--- src/design/bcb_pkg.sv ---
// ----------------------------------------------------------------------------
// bcb_pkg
// shared types and constants of the border collar blanker
// ----------------------------------------------------------------------------
package bcb_pkg;

    localparam int NUM_BANDS = 4;

    // register indexes of the configuration port
    localparam logic [2:0] REG_NEAR_DIST     = 3'd0;
    localparam logic [2:0] REG_MAX_NON_BLACK = 3'd1;
    localparam logic [2:0] REG_NEAR_WHITE    = 3'd2;
    localparam logic [2:0] REG_BAND_COUNT    = 3'd3;
    localparam logic [2:0] REG_ALPHA_PRESENT = 3'd4;

    // reset values of the configuration registers
    localparam logic [7:0] RST_NEAR_DIST     = 8'd15;
    localparam logic [7:0] RST_MAX_NON_BLACK = 8'd2;
    localparam logic [2:0] RST_BAND_COUNT    = 3'd3;

    // item function codes
    localparam logic FUNC_LOAD = 1'b0;
    localparam logic FUNC_EMIT = 1'b1;

    typedef struct packed {
        logic [7:0]                      alpha;
        logic [NUM_BANDS-1:0][7:0]       band;
    } t_pixel;

    typedef struct packed {
        logic [7:0] near_dist;
        logic [7:0] max_non_black;
        logic       near_white;
        logic [2:0] band_count;
        logic       alpha_present;
    } t_cfg;

    // one queued operation, column index travels beside it
    typedef struct packed {
        logic   is_load;
        t_pixel pix;
        logic   first_row;
        logic   do_vert;
        logic   do_horiz;
        logic   last;
    } t_op;

endpackage

--- src/design/bcb_if.sv ---
// ----------------------------------------------------------------------------
// bcb_if
// handshake channels of the border collar blanker: pixel in, pixel out, config
// ----------------------------------------------------------------------------
interface bcb_in_if;
    logic       valid;
    logic       ready;
    logic       func;
    logic [7:0] pixel_band0;
    logic [7:0] pixel_band1;
    logic [7:0] pixel_band2;
    logic [7:0] pixel_band3;
    logic [7:0] alpha_in;
    logic       first_row_of_pass;
    logic       do_vertical;
    logic       do_horizontal;
    logic       last_in_line;

    modport source (
        output valid, func, pixel_band0, pixel_band1, pixel_band2, pixel_band3,
               alpha_in, first_row_of_pass, do_vertical, do_horizontal, last_in_line,
        input  ready
    );
    modport sink (
        input  valid, func, pixel_band0, pixel_band1, pixel_band2, pixel_band3,
               alpha_in, first_row_of_pass, do_vertical, do_horizontal, last_in_line,
        output ready
    );
endinterface


--- src/design/bcb_front.sv ---
// ----------------------------------------------------------------------------
// bcb_front
// accepts beats, tracks load and emit columns, queues the work
// ----------------------------------------------------------------------------
module bcb_front #(
    parameter int MAX_WIDTH = 4096,
    parameter int COL_W     = 12
) (
    input  logic               i_clk,
    input  logic               i_rst_n,
    bcb_in_if.sink             i_pix,
    input  logic               i_q_full,
    output logic               o_q_push,
    output bcb_pkg::t_op       o_q_op,
    output logic [COL_W-1:0]   o_q_col
);
    import bcb_pkg::*;

    localparam int ECNT_W = $clog2(MAX_WIDTH + 1);

    logic [COL_W-1:0]  r_load_col, n_load_col;
    logic [ECNT_W-1:0] r_emit_col, n_emit_col;
    logic              accept;
    logic              last;

    assign i_pix.ready = !i_q_full;
    assign accept      = i_pix.valid && i_pix.ready;

    // a load into the final column closes the line anyway
    assign last = i_pix.last_in_line || (r_load_col == COL_W'(MAX_WIDTH - 1));

    always_comb begin
        n_load_col = r_load_col;
        n_emit_col = r_emit_col;
        o_q_push   = 1'b0;
        o_q_col    = r_load_col;

        o_q_op.is_load        = (i_pix.func == FUNC_LOAD);
        o_q_op.pix.band[0]    = i_pix.pixel_band0;
        o_q_op.pix.band[1]    = i_pix.pixel_band1;
        o_q_op.pix.band[2]    = i_pix.pixel_band2;
        o_q_op.pix.band[3]    = i_pix.pixel_band3;
        o_q_op.pix.alpha      = i_pix.alpha_in;
        o_q_op.first_row      = i_pix.first_row_of_pass;
        o_q_op.do_vert        = i_pix.do_vertical;
        o_q_op.do_horiz       = i_pix.do_horizontal;
        o_q_op.last           = last;

        if (i_pix.func == FUNC_LOAD) begin
            o_q_push = accept;
            if (accept) begin
                if (last) begin
                    n_load_col = '0;
                    n_emit_col = ECNT_W'(r_load_col) + ECNT_W'(1);
                end else begin
                    n_load_col = r_load_col + COL_W'(1);
                end
            end
        end else begin
            // emit with nothing pending is dropped here
            o_q_col  = COL_W'(r_emit_col - ECNT_W'(1));
            o_q_push = accept && (r_emit_col != '0);
            if (o_q_push) begin
                n_emit_col = r_emit_col - ECNT_W'(1);
            end
        end
    end

    always_ff @(posedge i_clk) begin
        if (!i_rst_n) begin
            r_load_col <= '0;
            r_emit_col <= '0;
        end else begin
            r_load_col <= n_load_col;
            r_emit_col <= n_emit_col;
        end
    end

endmodule

--- src/flat_wrapper.sv ---
// flat-port wrapper written by rule: the top's interface ports become plain ports
module bcb_front_flat import bcb_pkg::*;
#(
    parameter int MAX_WIDTH = 4096,
    parameter int COL_W     = 12
)
  (i_clk, i_rst_n, i_q_full, o_q_push, o_q_op, o_q_col, i_pix_valid, i_pix_func, i_pix_pixel_band0, i_pix_pixel_band1, i_pix_pixel_band2, i_pix_pixel_band3, i_pix_alpha_in, i_pix_first_row_of_pass, i_pix_do_vertical, i_pix_do_horizontal, i_pix_last_in_line, i_pix_ready);
  bcb_in_if i_pix_i ();
  input  logic i_clk;
  input  logic i_rst_n;
  input  logic i_q_full;
  output logic o_q_push;
  output bcb_pkg::t_op o_q_op;
  output logic [COL_W-1:0] o_q_col;
  input wire logic [$bits(i_pix_i.valid)-1:0] i_pix_valid;
  input wire logic [$bits(i_pix_i.func)-1:0] i_pix_func;
  input wire logic [$bits(i_pix_i.pixel_band0)-1:0] i_pix_pixel_band0;
  input wire logic [$bits(i_pix_i.pixel_band1)-1:0] i_pix_pixel_band1;
  input wire logic [$bits(i_pix_i.pixel_band2)-1:0] i_pix_pixel_band2;
  input wire logic [$bits(i_pix_i.pixel_band3)-1:0] i_pix_pixel_band3;
  input wire logic [$bits(i_pix_i.alpha_in)-1:0] i_pix_alpha_in;
  input wire logic [$bits(i_pix_i.first_row_of_pass)-1:0] i_pix_first_row_of_pass;
  input wire logic [$bits(i_pix_i.do_vertical)-1:0] i_pix_do_vertical;
  input wire logic [$bits(i_pix_i.do_horizontal)-1:0] i_pix_do_horizontal;
  input wire logic [$bits(i_pix_i.last_in_line)-1:0] i_pix_last_in_line;
  output wire logic [$bits(i_pix_i.ready)-1:0] i_pix_ready;
  assign i_pix_i.valid = i_pix_valid;
  assign i_pix_i.func = i_pix_func;
  assign i_pix_i.pixel_band0 = i_pix_pixel_band0;
  assign i_pix_i.pixel_band1 = i_pix_pixel_band1;
  assign i_pix_i.pixel_band2 = i_pix_pixel_band2;
  assign i_pix_i.pixel_band3 = i_pix_pixel_band3;
  assign i_pix_i.alpha_in = i_pix_alpha_in;
  assign i_pix_i.first_row_of_pass = i_pix_first_row_of_pass;
  assign i_pix_i.do_vertical = i_pix_do_vertical;
  assign i_pix_i.do_horizontal = i_pix_do_horizontal;
  assign i_pix_i.last_in_line = i_pix_last_in_line;
  assign i_pix_ready = i_pix_i.ready;
  bcb_front #(.MAX_WIDTH(MAX_WIDTH), .COL_W(COL_W)) u_core (.i_clk(i_clk), .i_rst_n(i_rst_n), .i_pix(i_pix_i), .i_q_full(i_q_full), .o_q_push(o_q_push), .o_q_op(o_q_op), .o_q_col(o_q_col));
endmodule
--- config.mk ---
export PLATFORM = sky130hd
export DESIGN_NAME = bcb_front_flat
export DESIGN_NICKNAME = d
export VERILOG_FILES = /design/src/design/bcb_pkg.sv /design/src/design/bcb_if.sv /design/src/design/bcb_front.sv /design/src/flat_wrapper.sv
export SDC_FILE = /design/constraint.sdc
export NUM_CORES = 1
export LEC_CHECK = 0
export BUFFER_PORTS_ARGS = -buffer_cell sky130_fd_sc_hd__buf_2
export CORE_AREA = 2 2 65 79
export CTS_BUF_LIST = sky130_fd_sc_hd__clkbuf_4
export CTS_CLUSTER_DIAMETER = 80
export DETAILED_ROUTE_END_ITERATION = 7
export DIE_AREA = 0 0 67 81
export PLACE_DENSITY_LB_ADDON = 0.12
export REMOVE_ABC_BUFFERS = 1
export SYNTH_ARGS = -nofsm -noshare
export SYNTH_HDL_FRONTEND = slang
export SYNTH_SLANG_ARGS = --single-unit
--- constraint.sdc ---
create_clock -name i_clk -period 2.4 [get_ports i_clk]
set_input_delay 0.12 -clock i_clk [delete_from_list [all_inputs] [get_ports i_clk]]
set_output_delay 0.12 -clock i_clk [all_outputs]
set_load 0.03 [all_outputs]
# After elaboration in Yosys (flattened, before gate mapping)
# Index checks and enable logic that the tools add are counted.
classes:
  muxes: 7
  eq_ne: 2
  addsub: 3
  bitwise: 1
  reduce_logical: 9
op_table:
  columns: ["op", "n"]
  rows:
  - ["$mux 13", 4]
  - ["$mux 12", 2]
  - ["$add 12x1->13 const B", 1]
  - ["$reduce_bool 13->1", 1]
  - ["$sub 13x1->13 const B", 1]
  - ["$add 12x1->12 const B", 1]
  - ["$eq 12x12->1 const B", 1]
  - ["$reduce_bool 2->1", 2]
  - ["$reduce_and 3->1", 1]
  - ["$logic_and 1x1->1", 2]
  - ["$ne 2x1->1 const B", 1]
  - ["$reduce_and 2->1", 1]
  - ["$logic_not 1->1", 1]
  - ["$logic_or 1x1->1", 1]
  - ["$mux 1", 1]
  - ["$not 1->1", 1]
totals:
  word_cells: 24
  register_bits: 25
  in_bits: 49

# Depth between registers and ports, before layout
depth:
  depth_word: 5
  depth_mapped: 8

# Least setup slack after synthesis
# No wires, ideal clock.
synth_path:
  path_type: "reg2out"
  from: "register u_core.r_emit_col[2]"
  to: "output o_q_col[9]"
  stages_incl_launch_ff: 7
  t_required_ps: 2280
  path_buffers: 1
  t_arrival_ps: 1931
  setup_slack_ps: 349
  cell_sequence: "dfxtp_1 buf_2 nor4_1 nand3b_1 nor3_1 xnor2_1 a21oi_1"
synth_between:
  elab_chain_cells: 2
synth_rtl:
  columns: ["element", "line_no", "rtl"]
  rows:
  - ["start: declaration", "bcb_front.sv:22", "logic [ECNT_W-1:0] r_emit_col, n_emit_col;"]
  - ["start signal: assignment", "bcb_front.sv:75", "r_emit_col <= n_emit_col;"]
  - ["$sub 13x1->13", "bcb_front.sv:61", "o_q_col = COL_W'(r_emit_col - ECNT_W'(1));"]
  - ["$mux 12", "bcb_front.sv:49", "if (i_pix.func == FUNC_LOAD) begin"]
  - ["end: declaration", "flat_wrapper.sv:14", "output logic [COL_W-1:0] o_q_col;"]
# No other way between the ends.

# Worst setup path in the final report
layout_path:
  from: "register u_core.r_emit_col[0]"
  to: "output o_q_col[10]"
# The elaborated chain is that of the path after synthesis.

==> flow_summary.ini <==
[floorplanning]
ioPinCount = 108
die-area_mm2 = 0.00543
fp.dieH_um = 81
core_area_mm2 = 0.00476
die_w_um = 67
initial_utilization = 0.457
num_rows = 28

[grt]
grt_pass1_vias = 1782
grt_max_degree = 32
gr-usage-all-layers = 0.285
antenna_found_initial = 0
grt-ovfl-total = 0
grt_pass1_wl_um = 11200

[cells_and_area]
drive_above_1_share = 0.194
syn_to_final_growth_pct = -2.42
final_area_mm2 = 0.00212
n_antenna_cell = 0
final_common_cell = nor2_1
most-common-layout-cells = nor2_1, dfxtp_1, nand2_1, buf_2, a21oi_1
final_net_count = 326

[placed_design]
place_congestion = 0.918
dp_hpwl_um = 5990
placed_area_mm2 = 0.00207
place.port_buffers = 21

[sta]
worstMarginPinSlew_ns = 0.426
finalClockSkew_ns = 0.00239
fin_crit_sh = 0.947
hold_viol_final = 0
rsz0062_at_grt = true
slew_viol_final = 0
slew-limit-headroom = 0.714
hold-worst-slack_ns = 0.166
fmax_mhz = 440
setup_viol = 0
post-route-min-period_ns = 2.27

[logic_synthesis]
async_flop_share = 0
synth_top_cells_by_area = dfxtp_1, buf_4, nor2_1, xnor2_1, a21oi_1
synth_top_area_share = 0.230
synth_seq_cells = 25
ys.flop_type = dfxtp_1
synth_cells = 290
synth_top_cell_by_area = dfxtp_1
ys_seq_area_frac = 0.230
syn_avg_cell_area_um2 = 7.50
synth_edf_count = 0
ys_types = 54
yosys_warnings = 0
syn-cell-area_mm2 = 0.00218

[drt]
viasPerCell = 5.81
avgRoutedWirePerCell_um = 22.2
num_vias = 1936
drcViolationCount = 0
dr.pass1.iters = 5
drtIter0Drc = 148
antenna_left = 0
routed_wirelength_um = 7400

[outcome]
status = finished clean

[worst_hold_path]
hold_path.class = in2reg
hp-start = i_rst_n

[worst_setup_path]
crit-reg2reg-launch = u_core.r_load_col[0]$_SDFFE_PN0P_
startpoint = u_core.r_emit_col[0]$_SDFFE_PN0P_
cp-start-kind = register
criticalPathCategory = reg2out
cp.arrival_ns = 2.15
worstPathMaxFanout = 6
endpoint_kind = primary output
critPathRequiredTime_ns = 2.28

[power_and_ir_drop]
power-per-cell-area_mw_per_mm2 = 518
total_power_mw = 1.10
ir_drop_v = 0.000164
leakage_nw = 0.828

[clock_network]
cts_buffer_depth = 2
cts_made_buffers = 3
cts_tree = done
ctsRootBufferMaster = clkbuf_4
clock_latency_ns = 0.33
cts.reportedPaths.clkPinSlew_ns = 0.16
htree_levels = 1
cts_num_sinks = 25

[run]
max_cap_violations = 0
sequential cells by signal, indices dropped and copies added, names as in the netlist:
| signal | count |
|---|---|
| u_core.r_load_col | 12 |
| u_core.r_emit_col | 13 |
layout make-up:
type                            count  area, um^2
Sequential cell                    25         500
Fill cell                         535        2640
Timing Repair Buffer               37         225
Tap cell                           60        75.1
Clock buffer                        3        22.5
Multi-Input combinational cell    199        1260
Clock inverter                      1        5.00
Inverter                            8        30.0
report_power, final:
group	internal (mW)	total, mW	switching, mW
sequential	0.430	0.454	0.0244
clock	0.0627	0.209	0.146
combinational	0.167	0.436	0.269
metrics by stage:
stage | utilization | setup WS, ns | TNS (ns) | std cells
4_1_cts | 0.443 | 0.0678 | 0 | 332
3_5_place_dp | 0.435 | 0.283 | 0 | 328
3_3_place_gp | 0.435 | 0.313 | 0 | 328
6_report | 0.446 | 0.128 | 0 | 333
5_1_grt | 0.446 | -0.0126 | -0.0179 | 333
2_1_floorplan | - | 0.216 | 0 | 232
cell usage after synthesis, types with 3 or more instances:
| master | count |
|---|---|
| buf_4 | 45 |
| nor2_1 | 30 |
| dfxtp_1 | 25 |
| nand2_1 | 21 |
| a21oi_1 | 18 |
| o21ai_0 | 16 |
| nand3_1 | 15 |
| xnor2_1 | 12 |
| nor3_1 | 9 |
| inv_1 | 8 |
| clkbuf_1 | 6 |
| xor2_1 | 6 |
| a21boi_0 | 5 |
| nor2b_1 | 5 |
| nand4_1 | 4 |
| a21o_1 | 3 |
| and2_1 | 3 |
| buf_1 | 3 |
| buf_2 | 3 |
| ha_1 | 3 |
| nand3b_1 | 3 |
| o22ai_1 | 3 |
| o31ai_1 | 3 |
critical path, stage by stage (launching register included):
cell	delay, ns
dfxtp_1	0.39
inv_1	0.11
ha_1	0.23
nor3b_4	0.36
nand3_1	0.20
xor2_1	0.18
a21oi_1	0.14
buf_2	0.21
worst paths after layout:
check | endpoint | slack (ns) | depth (start not counted)
min reg2reg | u_core.r_load_col[1]$_SDFFE_PN0P_ | 0.53 | 2
max | o_q_col[10] | 0.13 | 7
max reg2reg | u_core.r_emit_col[2]$_SDFFE_PN0P_ | 0.25 | 7
min | u_core.r_load_col[9]$_SDFFE_PN0P_ | 0.17 | 2
logic make-up (layout without fill, tap and decap cells):
| group | after synthesis | after routing | synth area share |
|---|---|---|---|
| AO/OA/AOI/OAI | 70 | 70 | 0.216 |
| XOR/XNOR | 18 | 18 | 0.0725 |
| adder cells (fa/ha/maj) | 3 | 3 | 0.0173 |
| buffers and inverters | 66 | 49 | 0.197 |
| flip-flops | 25 | 25 | 0.230 |
| multiplexers | 2 | 2 | 0.0104 |
| AND/OR/NAND/NOR | 106 | 106 | 0.257 |
timing repair:
item | in CTS | in global routing
resized for setup | 2 | 1
buffers inserted | 0 | 1
endpoints found under the setup margin | 4 | 4
hold buffers | 0 | 0
routing by layer:
metal  global-route usage  wire length [um]
met3                0.248              1420
met5               0.0313                 0
met2                0.398              3140
met1                0.323              2740
met4               0.0653                97
Power figures use the tool's default switching activity.
