===== src/design/bcb_pkg.sv =====
// ----------------------------------------------------------------------------
// bcb_pkg
// shared types and constants of the border collar blanker
// ----------------------------------------------------------------------------
package bcb_pkg;

    localparam int NUM_BANDS = 4;

    // register indexes of the configuration port
    localparam logic [2:0] REG_NEAR_DIST     = 3'd0;
    localparam logic [2:0] REG_MAX_NON_BLACK = 3'd1;
    localparam logic [2:0] REG_NEAR_WHITE    = 3'd2;
    localparam logic [2:0] REG_BAND_COUNT    = 3'd3;
    localparam logic [2:0] REG_ALPHA_PRESENT = 3'd4;

    // reset values of the configuration registers
    localparam logic [7:0] RST_NEAR_DIST     = 8'd15;
    localparam logic [7:0] RST_MAX_NON_BLACK = 8'd2;
    localparam logic [2:0] RST_BAND_COUNT    = 3'd3;

    // item function codes
    localparam logic FUNC_LOAD = 1'b0;
    localparam logic FUNC_EMIT = 1'b1;

    typedef struct packed {
        logic [7:0]                      alpha;
        logic [NUM_BANDS-1:0][7:0]       band;
    } t_pixel;

    typedef struct packed {
        logic [7:0] near_dist;
        logic [7:0] max_non_black;
        logic       near_white;
        logic [2:0] band_count;
        logic       alpha_present;
    } t_cfg;

    // one queued operation, column index travels beside it
    typedef struct packed {
        logic   is_load;
        t_pixel pix;
        logic   first_row;
        logic   do_vert;
        logic   do_horiz;
        logic   last;
    } t_op;

endpackage


===== src/design/bcb_queue.sv =====
// ----------------------------------------------------------------------------
// bcb_queue
// short first-in first-out queue between the front and back ends
// ----------------------------------------------------------------------------
module bcb_queue #(
    parameter int COL_W = 12,
    parameter int DEPTH = 2
) (
    input  logic               i_clk,
    input  logic               i_rst_n,
    input  logic               i_push,
    input  bcb_pkg::t_op       i_op,
    input  logic [COL_W-1:0]   i_col,
    output logic               o_full,
    input  logic               i_pop,
    output logic               o_empty,
    output bcb_pkg::t_op       o_op,
    output logic [COL_W-1:0]   o_col
);
    import bcb_pkg::*;

    localparam int PTR_W = (DEPTH > 1) ? $clog2(DEPTH) : 1;
    localparam int CNT_W = $clog2(DEPTH + 1);

    t_op              mem_op  [DEPTH];
    logic [COL_W-1:0] mem_col [DEPTH];
    logic [PTR_W-1:0] r_wr_ptr, r_rd_ptr;
    logic [CNT_W-1:0] r_count;
    logic             do_push, do_pop;

    assign o_full  = (r_count == CNT_W'(DEPTH));
    assign o_empty = (r_count == '0);
    assign do_push = i_push && !o_full;
    assign do_pop  = i_pop && !o_empty;
    assign o_op    = mem_op[r_rd_ptr];
    assign o_col   = mem_col[r_rd_ptr];

    always_ff @(posedge i_clk) begin
        if (do_push) begin
            mem_op[r_wr_ptr]  <= i_op;
            mem_col[r_wr_ptr] <= i_col;
        end
    end

    always_ff @(posedge i_clk) begin
        if (!i_rst_n) begin
            r_wr_ptr <= '0;
            r_rd_ptr <= '0;
            r_count  <= '0;
        end else begin
            if (do_push) begin
                r_wr_ptr <= (r_wr_ptr == PTR_W'(DEPTH - 1)) ? '0 : r_wr_ptr + PTR_W'(1);
            end
            if (do_pop) begin
                r_rd_ptr <= (r_rd_ptr == PTR_W'(DEPTH - 1)) ? '0 : r_rd_ptr + PTR_W'(1);
            end
            r_count <= r_count + CNT_W'(do_push) - CNT_W'(do_pop);
        end
    end

endmodule


===== config.mk =====
export PLATFORM = sky130hd
export DESIGN_NAME = bcb_queue
export DESIGN_NICKNAME = d
export VERILOG_FILES = /design/src/design/bcb_pkg.sv /design/src/design/bcb_queue.sv
export SDC_FILE = /design/constraint.sdc
export NUM_CORES = 1
export LEC_CHECK = 0
export ABC_AREA = 1
export BUFFER_PORTS_ARGS = -buffer_cell sky130_fd_sc_hd__buf_2
export CAP_MARGIN = 20
export CORE_AREA = 2 2 88 107
export CTS_CLUSTER_SIZE = 25
export DETAILED_ROUTE_END_ITERATION = 8
export DIE_AREA = 0 0 90 109
export PLACE_DENSITY = 0.85
export REMOVE_ABC_BUFFERS = 1
export SYNTH_ARGS = -nofsm -noshare
export SYNTH_HDL_FRONTEND = slang
export SYNTH_SLANG_ARGS = --single-unit

===== constraint.sdc =====
create_clock -name i_clk -period 5.55 [get_ports i_clk]
set_clock_uncertainty 0.2 [all_clocks]
set_input_delay 1.11 -clock i_clk [delete_from_list [all_inputs] [get_ports i_clk]]
set_output_delay 1.11 -clock i_clk [all_outputs]
set_load 0.01 [all_outputs]

After elaboration in Yosys (flattened, before gate mapping)
Memories as Yosys holds them, arrays and structs flattened. A register that Yosys moved wholly into a read port is not among the register bits. Cells that the tools add are included.

Register bits after elaboration: 4. Bits in latches: 0. Bits in writable memories: 114. Memory bits (read-only): 0. Output and inout bits: 59. Memories: 2.

Memory list: mem_op (depth 2, bits a word 45, rd ports 1, clocked after memory_dff 1, wr ports 1, RTL line bcb_queue.sv:25) `t_op mem_op [DEPTH];`; mem_col (depth 2, bits a word 12, rd ports 1, clocked after memory_dff 1, wr ports 1, RTL line bcb_queue.sv:26) `logic [COL_W-1:0] mem_col [DEPTH];`.

Add/subtract/negate cells: 4. Multipliers: 0. Div/mod/pow operators: 0. $lt $le $gt $ge: 0. Equal/unequal tests: 1. Shift-type cells: 0. Muxes and demuxes: 8. Bitwise gates (word level): 0. Reduce and logical (&&, ||, !) cells: 5.

Operator list (count): 1-bit two-way mux (8); 1-bit adder (second input constant) (2); 2-bit by 1-bit adder with 2-bit output (1); 2-bit == test (second input constant) (1); 1-bit logical AND (2); 1-bit logical NOT (2); 2-bit logical NOT (1); 2-bit by 1-bit subtractor with 2-bit output (1).

Depth between registers and ports, before layout
Gate-level depths: netlist of the first run.

Depth after elaboration: 5. Gate-level depth with buffers: 11.

Least setup slack after synthesis of the first run
No wires, ideal clock.

Kind: in2reg. From: input port i_push. To: memory mem_col[0][0] (enable). Library setup time: 0.472 ns. Data arrival time: 3.565 ns. Data required time: 4.878 ns. Setup slack: 1.313 ns. Stages on the path: 2. Cell sequence: nand2_1 nor2_1.

Longest elaborated chain between the ends: 3.

RTL lines: from (decl) (RTL line bcb_queue.sv:11) `input logic i_push,`; 1-bit logical AND (RTL line bcb_queue.sv:33) `assign do_push = i_push && !o_full;`; 1-bit two-way mux (RTL line bcb_queue.sv:39) `if (do_push) begin`; 1-bit two-way mux (implied by the code) (RTL line bcb_queue.sv:41) `mem_col[r_wr_ptr] <= i_col;`; to (decl) (RTL line bcb_queue.sv:26).

Every way passes these cells.

==> results of run 1 <==
-- stage by stage --
stage,power (uW),area (sq um),utilization [%]
final,2760,5730,64.8
after global routing,2900,5730,64.8
after CTS,2800,5730,64.8
after detailed placement,1830,5200,58.8
after global placement,1800,5200,58.8
after floorplan,1610,4430,-
-- area by class of cell --
cell class                      instances  area share, %
Sequential cell                       119           61.5
Multi-Input combinational cell         81           15.3
Timing Repair Buffer                  121           10.7
Clock buffer                           19           7.36
Tap cell                              120           2.62
Clock inverter                         13           1.96
Inverter                                9          0.589
-- synth_stat cells --
cell      number  share of area, %
nand2_1        9              0.75
buf_2          2              0.22
mux2_2        27               6.8
edfxtp_1     114                76
ha_1           2              0.56
buf_6          4               1.0
mux2_4        30                10
a21oi_1        2              0.22
dfxtp_1        5               2.2
nor2_1         8              0.67
nand3_1        3              0.34
inv_1          9              0.75
-- power groups by stage --
stage	clock network (uW)	logic, uW	registers [uW]
final	968	562	1230
after global routing	1040	609	1250
after CTS	990	573	1240
after detailed placement	0	570	1260
after global placement	0	554	1250
after floorplan	0	381	1230
-- registers in the layout, indices dropped and copies added, names as in the netlist, named ones only --
signal	count
mem_op	90
mem_col	24
r_count	2
r_rd_ptr	1
r_wr_ptr	1
-- metal layers --
layer	vias to the layer above	GRT usage, %	routed length (microns)
li1	1094	-	-
met5	-	0	13
met4	2	10.0	215
met2	87	25.6	3810
met3	21	6.63	440
met1	1128	16.6	2840
-- worst max-delay path: cells and delay by family, from the launching register on --
family | cells | cell delay [ns]
flops | 1 | 0.95
buf+inv | 1 | 0.15
mux | 1 | 0.42
-- cell families after synthesis --
family / Yosys count / share of synthesized area, %
mux: 57 / 16.8
compound gates: 2 / 0.223
buf+inv: 15 / 1.98
fa+ha+maj: 2 / 0.558
flops: 119 / 78.6
simple gates: 20 / 1.76
-- final timing paths --
path,from,to,slack (ns),depth (start not counted)
worst min register to register,r_rd_ptr,r_rd_ptr,0.34,2
worst min-delay path,r_rd_ptr,r_rd_ptr,0.34,2
worst max-delay path,register,o_col[2],2.20,2
worst max register to register,r_count[0],mem_op[0][34],3.26,5
==> out/results.txt, run 1 <==
GRT Residual Overflow = 0
Average wire length per cell after detail routing = 15.2 microns
CP peak stage delay = 0.95 ns
Netlist area before placement = 4480 sq um
Worst EP required = 4.24 ns
Most frequent cells in the layout = buf_2 (119), edfxtp_1 (114), mux2_4 (30)
Top Ports = 120
Placer congestion estimate = 0.746
Clk sinks = 119
Post-route minimum period = 3.35 ns
Std-Cell Rows = 38
Reg area = 3530 sq um
Number of slew-limit violations in the final report = 0
Layout overhead on the synthesized area = 27.9%
Netlist cell types = 12
Leading cell type in the layout, fill and taps excluded = buf_2
Max rail drop VDD = 251 uV
Inserted Clock Buffers = 17
Port-buffer cells = 119
Root Buffer Master = clkbuf_8
Via Count = 2,332
Die height = 109 microns
Mapped Avg Cell Area = 20.8 sq um
Number of instances in the synthesized netlist = 215
Reported net switching power = 701 uW
Leakage = 0.00227 uW
Post-detailed-route count of antenna-violating nets = 0
First-pass GRT wire length = 11,200 microns
Critical Path End Type = output pin
Number of antenna violations at the first check in global routing = 1
Maximum level of the CTS H-tree = 4
Layout cell share with drive strength beyond 1 = 57.2%
GRT Resource Usage Total = 15.5%
Setup repair bufs after CTS = 0
Die X = 90 microns
Max frequency = 0.299 GHz
Cell Chain, Critical Path = mux2_2 -> buf_2
Max-Slew Margin vs Limit = 39.3%
Share of the clock period used by the worst path = 60.3%
Vias in the first global route = 2,288
Final Hold Fails = 0
Transition time at the pin with the least slew margin = 0.910 ns
Worst-case setup margin in the final layout = 2.20 ns
Initial Util = 50.7%
Area of the core region = 8840 sq um
Accumulated negative setup slack = 0 ns
Worst path arrival time = 2.04 ns
Remaining DRCs = 0
Fraction of power spent switching nets = 25.4%
Clock power share = 35.0%
Maximum number of pins on one net before global-route repair = 58
Number of warnings issued by yosys = 0
TritonCTS clock tree = done
Maximum count of clock buffers along a single path = 2
Portion of the post-synthesis area used by sequential elements = 78.6%
MaxCap Viol Count = 0
Drt first pass iters = 4
Drt initial violations = 186
Total inserted antenna cells = 0
Clock latency at the later pin of the worst-skew pair = 0.50 ns
Area occupied by multi-input gates = 876 sq um
Net total in the final layout = 412
Result of the run = finished clean
DP Wirelength = 4780 microns
Number of cells after detailed placement = 450
Max FO, Critical Path = 57
Die Outline Area = 9810 sq um
Non-filler instance count after layout = 482
FF+latch count, synth = 119
Number of hold-repair buffers added at the cts stage = 0
Critical Path Slowest Stage Cell = dfxtp_4
Clock-pin slew reported for the worst setup and hold paths after clock tree synthesis = 0.05 ns
Detailed-route vias per instance = 4.84
DP Worst Slack = 2.54 ns
Flop pwr share = 44.6%
Number of resized instances in the post-cts repair step = 0
Final setup violation count = 0
Type of the worst setup path = register to output pin
Nature of the critical path startpoint = register
Internal Power = 2060 uW
Power share of the combinational group = 20.3%
Worst hold path class = register to register
Unrepaired setup endpoints after global routing = false
Filler Cells Inserted = 649
Pwr Density = 482 nW/um^2
Worst hold-check slack = 0.337 ns
WL final = 7320 microns
No activity file was read; power rests on OpenSTA's default activity.
==> run 2: changes to the inputs <==
==> constraint.sdc (replaced) <==
create_clock -name i_clk -period 3.2 [get_ports i_clk]
set_clock_uncertainty 0.2 [all_clocks]
set_input_delay 0.64 -clock i_clk [delete_from_list [all_inputs] [get_ports i_clk]]
set_output_delay 0.64 -clock i_clk [all_outputs]
set_load 0.01 [all_outputs]
==> run 2 against run 1 <==
Against the previous run:
- sequential share of layout area fell by 0.49 points
- critical path depth rose by 1
- clock power up 65%
- flip-flop and latch count is the same
- global-route usage grew 0.30 points
==> out/results.txt, run 2 (synthesis gave the netlist of run 1 again) <==
Largest registers = mem_op (90), mem_col (24), r_count (2) (unchanged)
Vias in the first global route = 2,311 (was 2,288)
Result of the run = finished clean (unchanged)
Max FO, Critical Path = 33 (was 57)
Most flop-heavy register = mem_op (unchanged)
Startpoint of the lowest-slack hold path = i_op[33] (was r_rd_ptr)
Die X = 90 microns (unchanged)
Maximum level of the CTS H-tree = 4 (unchanged)
Die Outline Area = 9810 sq um (unchanged)
Number of cell instances on the worst register-to-register path = 5 (unchanged)
Number of hold-repair buffers added at the cts stage = 0 (unchanged)
Nature of the critical path startpoint = register (unchanged)
Number of antenna violations at the first check in global routing = 2 (was 1)
Share of the clock period used by the worst path = 89.2%
Critical Path End Type = output pin (unchanged)
MaxCap Viol Count = 0 (unchanged)
Die height = 109 microns (unchanged)
Capture instance of the worst register-to-register path = mem_op[1][34] (was mem_op[0][34])
Worst EP required = 2.36 ns (was 4.24 ns)
Setup repair bufs after CTS = 0 (unchanged)
Count of cells along the worst hold path = 1 (was 2)
Clk sinks = 119 (unchanged)
Non-filler instance count after layout = 486 (was 482)
Std-Cell Rows = 38 (unchanged)
Number of resized instances in the post-cts repair step = 0 (unchanged)
Maximum count of clock buffers along a single path = 2 (unchanged)
Worst hold path class = input port to register (was register to register)
Type of the worst setup path = register to output pin (unchanged)
Pwr Density = 822 nW/um^2 (was 482 nW/um^2)
Placer congestion estimate = 0.729 (was 0.746)
Max-Slew Margin vs Limit = 62.6% (was 39.3%)
Root Buffer Master = clkbuf_8 (unchanged)
Max reg flops = 90 (unchanged)
Drt first pass iters = 4 (unchanged)
Top Ports = 120 (unchanged)
Via Count = 2,286 (was 2,332)
Worst hold-check slack = 0.124 ns (was 0.337 ns)
Final Hold Fails = 0 (unchanged)
Number of slew-limit violations in the final report = 0 (unchanged)
DP Wirelength = 4810 microns (was 4780 microns)
First-pass GRT wire length = 11,200 microns (about the same)
Post-route minimum period = 2.85 ns
Detailed-route vias per instance = 4.70 (was 4.84)
Slack of the worst reg-to-reg path = 1.27 ns (was 3.26 ns)
Clock latency at the later pin of the worst-skew pair = 0.50 ns (about the same)
Remaining DRCs = 0 (unchanged)
Max rail drop VDD = 476 uV (was 251 uV)
Area of the core region = 8840 sq um (unchanged)
Transition time at the pin with the least slew margin = 0.560 ns (was 0.910 ns)
Number of cells after detailed placement = 454 (was 450)
Source of the worst register-to-register timing path = r_count[0] (unchanged)
Leading cell type in the layout, fill and taps excluded = buf_2 (unchanged)
Min-Delay Endpoint = mem_op[1][33] (was r_rd_ptr)
Drt initial violations = 114 (was 186)
Port-buffer cells = 119 (unchanged)
Max frequency = 0.350 GHz
Maximum number of pins on one net before global-route repair = 36 (was 58)
Average wire length per cell after detail routing = 14.9 microns (was 15.2 microns)
Layout overhead on the synthesized area = 29.0% (was 27.9%)
Leakage = 0.00229 uW (was 0.00227 uW)
Worst path arrival time = 2.01 ns (was 2.04 ns)
Clock-pin slew reported for the worst setup and hold paths after clock tree synthesis = 0.05 ns (about the same)
Post-detailed-route count of antenna-violating nets = 0 (unchanged)
TritonCTS clock tree = done (unchanged)
WL final = 7250 microns (was 7320 microns)
Net total in the final layout = 416 (was 412)
Layout cell share with drive strength beyond 1 = 57.5% (was 57.2%)
Unrepaired setup endpoints after global routing = false (unchanged)
Initial Util = 50.7% (unchanged)
Final setup violation count = 0 (unchanged)
Inserted Clock Buffers = 17 (unchanged)
Most frequent cells in the layout = buf_2 (119), edfxtp_1 (114), mux2_4 (30) (unchanged)
GRT Resource Usage Total = 15.8% (was 15.5%)
GRT Residual Overflow = 0 (unchanged)
## run 2: changes by cell type in the layout (fill, tap and decap cells not counted), sizes merged
cell      before  now
buf          121  125
bufinv         2    1
clkbuf        19   20
clkinv        10    8
clkinvlp       1    2
diode          0    1
## run 2: layout make-up
cell class                      count  area, sq um
Sequential cell                   119         3530
Fill cell                         632         3070
Multi-Input combinational cell     81          876
Timing Repair Buffer              125          678
Clock buffer                       20          425
Tap cell                          120          150
Clock inverter                     11         85.1
Inverter                            9         33.8
Antenna cell                        1         2.50
## run 2: power by group
part / total (uW) / switching (uW) / internal [uW]
Sequential: 2100 / 116 / 1980
Clock: 1600 / 591 / 1010
Combinational: 1060 / 508 / 549
Total: 4750 / 1210 / 3540
## run 2: stage by stage
| step | TNS [ns] | setup WS (ns) | area (sq um) | power (uW) | utilization, % |
|---|---|---|---|---|---|
| floorplan | -32.71 | -0.567 | 4430 | 2800 | - |
| global placement | 0 | 0.888 | 5270 | 3160 | 59.5 |
| detailed placement | 0 | 0.851 | 5270 | 3200 | 59.5 |
| CTS | 0 | 0.296 | 5780 | 4810 | 65.3 |
| global route | 0 | 0.219 | 5780 | 4990 | 65.3 |
| finish | 0 | 0.346 | 5780 | 4750 | 65.3 |
## run 2: routing by layer
| layer | GRT usage, % | up-vias | routed length [microns] |
|---|---|---|---|
| met3 | 6.22 | 18 | 442 |
| met2 | 25.1 | 82 | 3700 |
| met1 | 17.3 | 1079 | 2890 |
| li1 | - | 1105 | - |
| met4 | 12.0 | 2 | 212 |
| met5 | 0 | - | 10 |
## run 2: how the worst max path moves through the flow
stage	end	slack, ns
6_report	o_col[2]	0.35
5_1_grt	o_col[2]	0.22
4_1_cts	o_col[2]	0.30
3_5_place_dp	o_col[2]	0.85
3_3_place_gp	o_col[7]	0.89
2_1_floorplan	mem_col[0][0]	-0.57
## run 2: critical path, cell delays in order (launching register included)
cell	delay, ns
dfxtp_4	0.69
buf_4	0.29
mux2_2	0.37
buf_2	0.15
==> run 3: changes to the inputs <==
==> constraint.sdc (replaced) <==
create_clock -name i_clk -period 2.9 [get_ports i_clk]
set_clock_uncertainty 0.2 [all_clocks]
set_input_delay 0.58 -clock i_clk [delete_from_list [all_inputs] [get_ports i_clk]]
set_output_delay 0.58 -clock i_clk [all_outputs]
set_load 0.01 [all_outputs]
==> run 3 against run 2 <==
Against the previous run:
- worst setup slack worse by 0.16 ns
- largest power group unchanged
- routed wire length increased by 0.57%
- hold slack got worse by 0.063 ns
- global-route usage shrank 0.11 points
==> out/results.txt, run 3 (synthesis gave the netlist of run 1 again) <==
Initial Util = 50.7% (unchanged)
Capture instance of the worst register-to-register path = r_count[1] (was mem_op[1][34])
Die X = 90 microns (unchanged)
Internal Power = 4150 uW (was 3540 uW)
Clock power share = 37.1% (was 33.6%)
Std-Cell Rows = 38 (unchanged)
Vias in the first global route = 2,345 (was 2,311)
Drt first pass iters = 4 (unchanged)
Largest registers = mem_op (90), mem_col (24), r_count (2) (unchanged)
Layout overhead on the synthesized area = 30.0% (was 29.0%)
Via Count = 2,319 (was 2,286)
Reported net switching power = 1340 uW (was 1210 uW)
Stages on worst setup path = 3 (unchanged)
Drt initial violations = 110 (was 114)
Inserted Clock Buffers = 17 (unchanged)
Die height = 109 microns (unchanged)
Type of the worst setup path = register to output pin (unchanged)
Die Outline Area = 9810 sq um (unchanged)
Placer congestion estimate = 0.787 (was 0.729)
MaxCap Viol Count = 0 (unchanged)
Net total in the final layout = 416 (unchanged)
Area of the core region = 8840 sq um (unchanged)
Maximum number of pins on one net before global-route repair = 37 (was 36)
Maximum level of the CTS H-tree = 4 (unchanged)
Most frequent cells in the layout = buf_2 (119), edfxtp_1 (114), mux2_4 (30) (unchanged)
Max-Slew Margin vs Limit = 66.7% (was 62.6%)
Final setup violation count = 0 (unchanged)
GRT Resource Usage Total = 15.7% (was 15.8%)
Transition time at the pin with the least slew margin = 0.499 ns (was 0.560 ns)
TritonCTS clock tree = done (unchanged)
Number of resized instances in the post-cts repair step = 0 (unchanged)
Placed instance area = 5240 sq um (was 5270 sq um)
Leading cell type in the layout, fill and taps excluded = buf_2 (unchanged)
WL final = 7290 microns (was 7250 microns)
Flop pwr share = 42.1% (was 44.1%)
Destination of the critical timing path = o_op[44] (was o_col[2])
Most flop-heavy register = mem_op (unchanged)
Setup repair bufs after CTS = 0 (unchanged)
Number of cell instances on the worst register-to-register path = 10 (was 5)
Nature of the critical path startpoint = register (unchanged)
Number of buffer and inverter instances along the worst setup path = 2 (unchanged)
Max frequency = 0.369 GHz
Clk sinks = 119 (unchanged)
Critical Path Slowest Stage Cell = dfxtp_4 (unchanged)
Layout cell share with drive strength beyond 1 = 57.9% (was 57.5%)
Total inserted antenna cells = 0 (was 1)
Result of the run = finished clean (unchanged)
Number of hold-repair buffers added at the cts stage = 0 (unchanged)
CP peak stage delay = 0.67 ns (was 0.69 ns)
Max FO, Critical Path = 31 (was 33)
Unrepaired setup endpoints after global routing = false (unchanged)
GRT Residual Overflow = 0 (unchanged)
Number of slew-limit violations in the final report = 0 (unchanged)
DP Wirelength = 4870 microns (was 4810 microns)
Max rail drop VDD = 654 uV (was 476 uV)
Layout Cell Area excl Fill = 5820 sq um (was 5780 sq um)
Utilization after layout = 65.8% (was 65.3%)
Cell Chain, Critical Path = buf_12 -> mux2_2 -> buf_2 (was buf_4 -> mux2_2 -> buf_2)
Maximum count of clock buffers along a single path = 2 (unchanged)
Number of antenna violations at the first check in global routing = 0 (was 2)
Worst path arrival time = 1.93 ns (was 2.01 ns)
Clock-pin slew reported for the worst setup and hold paths after clock tree synthesis = 0.05 ns (about the same)
Worst hold path class = input port to register (unchanged)
Post-detailed-route count of antenna-violating nets = 0 (unchanged)
Slack of the worst reg-to-reg path = 1.10 ns (was 1.27 ns)
Worst EP required = 2.12 ns (was 2.36 ns)
Root Buffer Master = clkbuf_8 (unchanged)
Cell family with the largest share of critical-path delay = flip-flops (unchanged)
Post-route minimum period = 2.71 ns
Share of the clock period used by the worst path = 93.4%
Port-buffer cells = 119 (unchanged)
Max reg flops = 90 (unchanged)
Clock latency at the later pin of the worst-skew pair = 0.50 ns (about the same)
Fraction of power spent switching nets = 24.4% (was 25.5%)
First-pass GRT wire length = 11,200 microns (about the same)
Top Ports = 120 (unchanged)
Power share of the combinational group = 20.8% (was 22.2%)
Leakage = 0.00232 uW (was 0.00229 uW)
Remaining DRCs = 0 (unchanged)
Average wire length per cell after detail routing = 15.0 microns (was 14.9 microns)
Detailed-route vias per instance = 4.77 (was 4.70)
Pwr Density = 943 nW/um^2 (was 822 nW/um^2)
Critical Path End Type = output pin (unchanged)
Source of the worst register-to-register timing path = r_count[0] (unchanged)
Final Hold Fails = 0 (unchanged)
==> run 3: changes by cell type in the layout (fill, tap and decap cells not counted), sizes merged <==
cell      change
bufinv        +3
clkinvlp      -2
diode         -1
==> run 3: how the worst min path moves through the flow <==
stage	start	endpoint	slack, ns	cells past startpoint
after floorplan	r_rd_ptr	register	0.27	2
after global placement	r_rd_ptr	r_rd_ptr	0.29	2
after global routing	i_col[11]	mem_col[0][11]	0.03	1
after CTS	i_col[11]	mem_col[1][11]	0.03	1
final	i_col[4]	mem_col[0][4]	0.06	1
after detailed placement	r_rd_ptr	register	0.31	2
==> run 3: per-stage QoR <==
step / power, uW / hold slack, ns / std cells / setup WS (ns) / setup TNS (ns)
after detailed placement: 3520 / 0.308 / 454 / 0.684 / 0
after global placement: 3470 / 0.288 / 454 / 0.700 / 0
after CTS: 5570 / 0.0345 / 486 / 0.129 / 0
final: 5490 / 0.0606 / 486 / 0.191 / 0
after global routing: 5760 / 0.0263 / 486 / 0.0738 / 0
after floorplan: 3090 / 0.267 / 209 / -0.807 / -58.44
==> run 3: final cells by class <==
class,count,area [sq um]
fillers,637,3020
inverters,9,33.8
flip-flops and latches,119,3530
clock inverters,12,158
multi-input cells,81,876
well taps,120,150
repair buffers,125,653
clock buffers,20,425
==> run 3: metal layers <==
metal  up-vias  part of all wire, %  global-route usage, %
met3        12                  4.8                   5.67
met1      1120                   38                   16.1
li1       1108                    -                      -
met5         -                    0                      0
met4         0                  2.0                   9.23
met2        79                   55                   27.9
==> run 3: power by group through the flow <==
stage                     combinational [uW]  sequential (uW)  clock [uW]
final                                   1140             2310        2040
after global routing                    1240             2340        2180
after CTS                               1170             2320        2080
after detailed placement                1160             2350           0
after global placement                  1140             2340           0
after floorplan                          729             2360           0
==> run 3: worst register-to-register path, cell delays in order (launching register included) <==
cell,delay (ns)
dfxtp_1,0.35
inv_1,0.07
nand2_1,0.13
nand2_1,0.13
ha_1,0.30
inv_1,0.04
ha_1,0.18
inv_1,0.05
nand2_1,0.06
a21oi_1,0.14
nor2_1,0.06
